==> src/design/vebss_pkg.sv <==
// vebss_pkg: shared types and constants for the van Emde Boas successor search unit
// beat structs, function codes and the controller/datapath command and status groups
// no dependencies
`default_nettype none

package vebss_pkg;

  localparam int LOG_LEAVES_DEF = 10;

  localparam logic [1:0] FN_CLEAR  = 2'd0;
  localparam logic [1:0] FN_LOAD   = 2'd1;
  localparam logic [1:0] FN_SEARCH = 2'd2;

  typedef struct packed {
    logic [1:0]  func;
    logic [9:0]  leaf_index;
    logic [63:0] key_value;
  } in_beat_t;

  typedef struct packed {
    logic [9:0] position;
    logic       is_answer;
  } out_beat_t;

  typedef struct packed {
    logic take;
    logic addr_step;
    logic mem_rd;
    logic eval;
    logic clr_step;
    logic out_load;
  } cmd_t;

  typedef struct packed {
    logic addr_done;
    logic walk_last;
    logic clr_last;
  } sts_t;

endpackage

`default_nettype wire

==> src/design/vebss_ctrl.sv <==
// vebss_ctrl: sequencer for clear sweeps, tree walks and result hand-off
// commands vebss_dpath through vebss_pkg::cmd_t; uses vebss_pkg
`default_nettype none

module vebss_ctrl (
  input  wire logic            clk,
  input  wire logic            rst_n,
  input  wire logic            in_valid,
  input  wire logic [1:0]      in_func,
  output logic                 in_stall,
  output logic                 out_valid,
  input  wire logic            out_stall,
  input  wire vebss_pkg::sts_t sts,
  output vebss_pkg::cmd_t      cmd
);

  typedef enum logic [2:0] {
    S_CLR,
    S_IDLE,
    S_WALK,
    S_RD,
    S_EV,
    S_FIN
  } state_t;

  state_t state_r;
  logic   reply_r;
  logic   out_valid_r;
  logic   accept;
  logic   out_free;

  assign in_stall  = (state_r != S_IDLE);
  assign accept    = in_valid && !in_stall;
  assign out_valid = out_valid_r;
  assign out_free  = !out_valid_r || !out_stall;

  always_comb begin
    cmd           = '0;
    cmd.take      = accept;
    cmd.addr_step = (state_r == S_WALK);
    cmd.mem_rd    = (state_r == S_RD);
    cmd.eval      = (state_r == S_EV);
    cmd.clr_step  = (state_r == S_CLR);
    cmd.out_load  = (state_r == S_FIN) && out_free;
  end

  always_ff @(posedge clk) begin
    if (!rst_n) begin
      state_r     <= S_CLR;
      reply_r     <= 1'b0;
      out_valid_r <= 1'b0;
    end else begin
      if (cmd.out_load) begin
        out_valid_r <= 1'b1;
      end else if (out_valid_r && !out_stall) begin
        out_valid_r <= 1'b0;
      end
      unique case (state_r)
        S_CLR: begin
          if (sts.clr_last) begin
            state_r <= reply_r ? S_FIN : S_IDLE;
          end
        end
        S_IDLE: begin
          if (accept) begin
            unique case (in_func) inside
              vebss_pkg::FN_CLEAR: begin
                state_r <= S_CLR;
                reply_r <= 1'b1;
              end
              vebss_pkg::FN_LOAD, vebss_pkg::FN_SEARCH: state_r <= S_WALK;
              default: state_r <= S_FIN;
            endcase
          end
        end
        S_WALK: begin
          if (sts.addr_done) begin
            state_r <= S_RD;
          end
        end
        S_RD: state_r <= S_EV;
        S_EV: state_r <= sts.walk_last ? S_FIN : S_WALK;
        S_FIN: begin
          if (out_free) begin
            state_r <= S_IDLE;
            reply_r <= 1'b0;
          end
        end
        default: state_r <= S_IDLE;
      endcase
    end
  end

endmodule

`default_nettype wire

==> config.mk <==
export PLATFORM = sky130hd
export DESIGN_NAME = vebss_ctrl
export DESIGN_NICKNAME = d
export VERILOG_FILES = /design/src/design/vebss_pkg.sv /design/src/design/vebss_ctrl.sv
export SDC_FILE = /design/constraint.sdc
export NUM_CORES = 1
export LEC_CHECK = 0
export BUFFER_PORTS_ARGS = -buffer_cell sky130_fd_sc_hd__buf_2
export CAP_MARGIN = 25
export CORE_AREA = 2 2 39 41
export CTS_CLUSTER_DIAMETER = 30
export DETAILED_ROUTE_END_ITERATION = 10
export DIE_AREA = 0 0 41 43
export GPL_ROUTABILITY_DRIVEN = 0
export PLACE_DENSITY_LB_ADDON = 0.2
export SETUP_SLACK_MARGIN = 0.2
export SLEW_MARGIN = 20
export SYNTH_ARGS = -nofsm -noshare
export SYNTH_HDL_FRONTEND = slang
export SYNTH_SLANG_ARGS = --single-unit
==> constraint.sdc <==
create_clock -name clk -period 1.46 [get_ports clk]
set_clock_uncertainty 0.1 [all_clocks]
set_input_delay 0 -clock clk [delete_from_list [all_inputs] [get_ports clk]]
set_output_delay 0 -clock clk [all_outputs]
set_load 0.03 [all_outputs]
==> results.md <==
* Status: finished clean
* First-pass GRT wire length at 2.03 mm
* Post-Route Setup TNS at 0 ns
* DR pass1 iterations at 4
* Post-Route WL at 1.24 mm
* Register area at 115 µm²
* CTS Buffer Depth at 2
* Final worst path period share at 88.5%
* Number of flops mapped to enable cells by yosys at 0
* Port bufs at 16
* Met1 usage at 18.8%
* Total leakage power at 0.000372 µW
* CP peak stage delay at 0.39 ns
* Seq cells post-synth at 5
* GRT Util Overall at 16.8%
* FP Rows at 14
* CTS Buf Count at 3
* Top-count cell post-synth: nor2_1
* Drt wl/cell at 11.8 µm
* Netlist Area Pre-Place at 420 µm²
* Top Usage Layer GRT: met2
* Post-synth ARST share at 0%
* Achievable Freq at 0.774 GHz
* Top cell type by total area after synthesis: dfxtp_1
* Initial antenna violation count at 0
* Top_reg_cell synth: dfxtp_1
* Startpoint Class: flip-flop
* Worst path arrival time at 1.37 ns
* Pre-CTS setup slack at 0.0194 ns
* Die X at 41 µm
* Buf+Inv Stages, Crit Path at 1
* Synth-to-layout area growth at 82.4%
* Type of element capturing the critical path: flip-flop
* Pwr Density at 768 mW/mm²
* Max-cap violations at 0
* Crit path max-delay family: compound AO/OA/AOI/OAI gates
* Vias at 514
* Clk_lat worst skew at 0.24 ns
* Post-synthesis sequential area ratio at 23.8%
* Syn Inst Count at 55
* CTS tree: yes
* Max_slew headroom at 82.1%
* Core area at 0.00138 mm²
* Final worst path period need at 1.29 ns
* Htree depth at 1
* Die height at 43 µm
* Filler cells at 128
* Met2 Use GR at 27.8%
* Cell area after placement at 529 µm²
* M3 GR Usage at 3.14%
* I/O pin count at 17
* Clock slew at reported path FFs at 0.05 ns
* Routed vias/inst at 4.90
* Vias in the first global route at 513
* Worst vdd ir at 0.481 mV
* Crit-path slowest cell: dfxtp_4
* Total gr overflow at 0
* Initial Utilization at 30.4%
* Fin. max-slew vios at 0
* Multi-input logic area at 342 µm²
* Largest cells by area after synthesis: dfxtp_1, nor2_1, ha_1
* Synth Area per Inst at 7.64 µm²
* Hold Fails Final Rpt at 0
* Initial drt markers at 14
* Final Cell Area at 767 µm²
* WS Path Type: reg -> reg
* Final nets at 101
* Worst min path class: in -> reg
* Synth cell count leaders: nor2_1, dfxtp_1, inv_1, nand2_1
* YS warnings at 0
* Largest net degree at the start of global routing at 9
* Yosys top cell area share at 23.8%
* Syn_nets at 66
* # setup viols final at 0
* Least-Margin Pin Slew at 0.268 ns
* CTS root buffer: clkbuf_4
* Cell Chain, Critical Path: buf_6 > nor2_4 > o21ai_2 > o2111a_1 > o221a_1
* Share of cells above drive strength 1 at 61.8%
* Worst Path Max Fanout at 8
* Final ANT Viol Nets at 0
* DRC viols at 0
* Clk sinks at 5
* Ant. Diodes at 0
* Final WS setup at 0.167 ns
* Post-synthesis cell type count at 27
* Die ar. at 0.00176 mm²
* RSZ-0062 raised after global routing: yes
* CP Data Required Time at 1.54 ns
* Dpl hpwl at 739 µm
-- state kept, by name, indices dropped and copies added, names as in the netlist --
name,cells
state_r,3
reply_r,1
out_valid,1
-- layout make-up --
cell class | count | area share (%)
well taps | 16 | 2.61
flip-flops and latches | 5 | 15.0
inverters | 4 | 1.96
clock buffers | 4 | 3.43
repair buffers | 34 | 32.5
multi-input cells | 42 | 44.5
-- worst paths after layout --
path | startpoint | to | slack (ns) | cells past startpoint
min reg2reg | out_valid | out_valid | 0.40 | 2
max reg2reg | state_r[2] | state_r[1] | 0.17 | 5
max | state_r[2] | state_r[1] | 0.17 | 5
min | sts[0] | state_r[0] | 0.05 | 4
-- cell families (layout without fill, tap and decap cells) --
kind of cell	after synthesis	after routing	share of synthesized area, %
flops	5	5	23.8
simple gates	26	26	33.3
mux	1	1	2.38
buf+inv	8	42	12.5
fa+ha+maj	2	2	5.95
compound gates	13	13	22.0
-- layer usage --
metal  up-vias  part of all wire (%)
li1        260                     -
met5         -                     0
met4         0                  0.89
met3         2                   4.6
met2        16                    55
met1       236                    39
-- repair_timing --
action,in CTS,in global routing
endpoints found under the hold margin,5,0
setup buffers,11,2
resized for setup,18,11
hold buffers,2,0
setup endpoints to repair,11,8
pin swaps,2,9
-- power by group --
group | leakage (µW) | internal, µW | total [µW] | switching (µW)
Clock | 0.0000150 | 103 | 160 | 56.7
Combinational | 0.000314 | 134 | 273 | 139
Sequential | 0.0000437 | 145 | 157 | 11.5
-- cells in the final DEF, fill, tap and decap left out, drive strengths merged, types with 2 or more instances in the layout --
cell type / count
buf: 32
nor2: 8
dfxtp: 5
inv: 4
nand2: 4
clkbuf: 4
o21ai: 4
nand2b: 3
nor3: 3
a21oi: 3
and3: 2
ha: 2
dlygate4sd3: 2
and2b: 2
nor3b: 2
-- per-stage QoR --
stage,total power [µW],utilization (%),cells,hold slack (ns)
6_report,589,55.4,105,0.0537
3_5_place_dp,338,38.2,86,0.199
4_1_cts,565,51.2,103,0.0462
2_1_floorplan,297,-,55,-0.0253
3_3_place_gp,340,38.2,86,0.196
5_1_grt,632,55.4,105,0.0953
-- worst reg2reg max path, stage by stage, from the launching register on --
cell	delay [ns]
dfxtp_4	0.39
buf_6	0.12
nor2_4	0.03
o21ai_2	0.19
o2111a_1	0.23
o221a_1	0.17
Power figures use the tool's default switching activity.
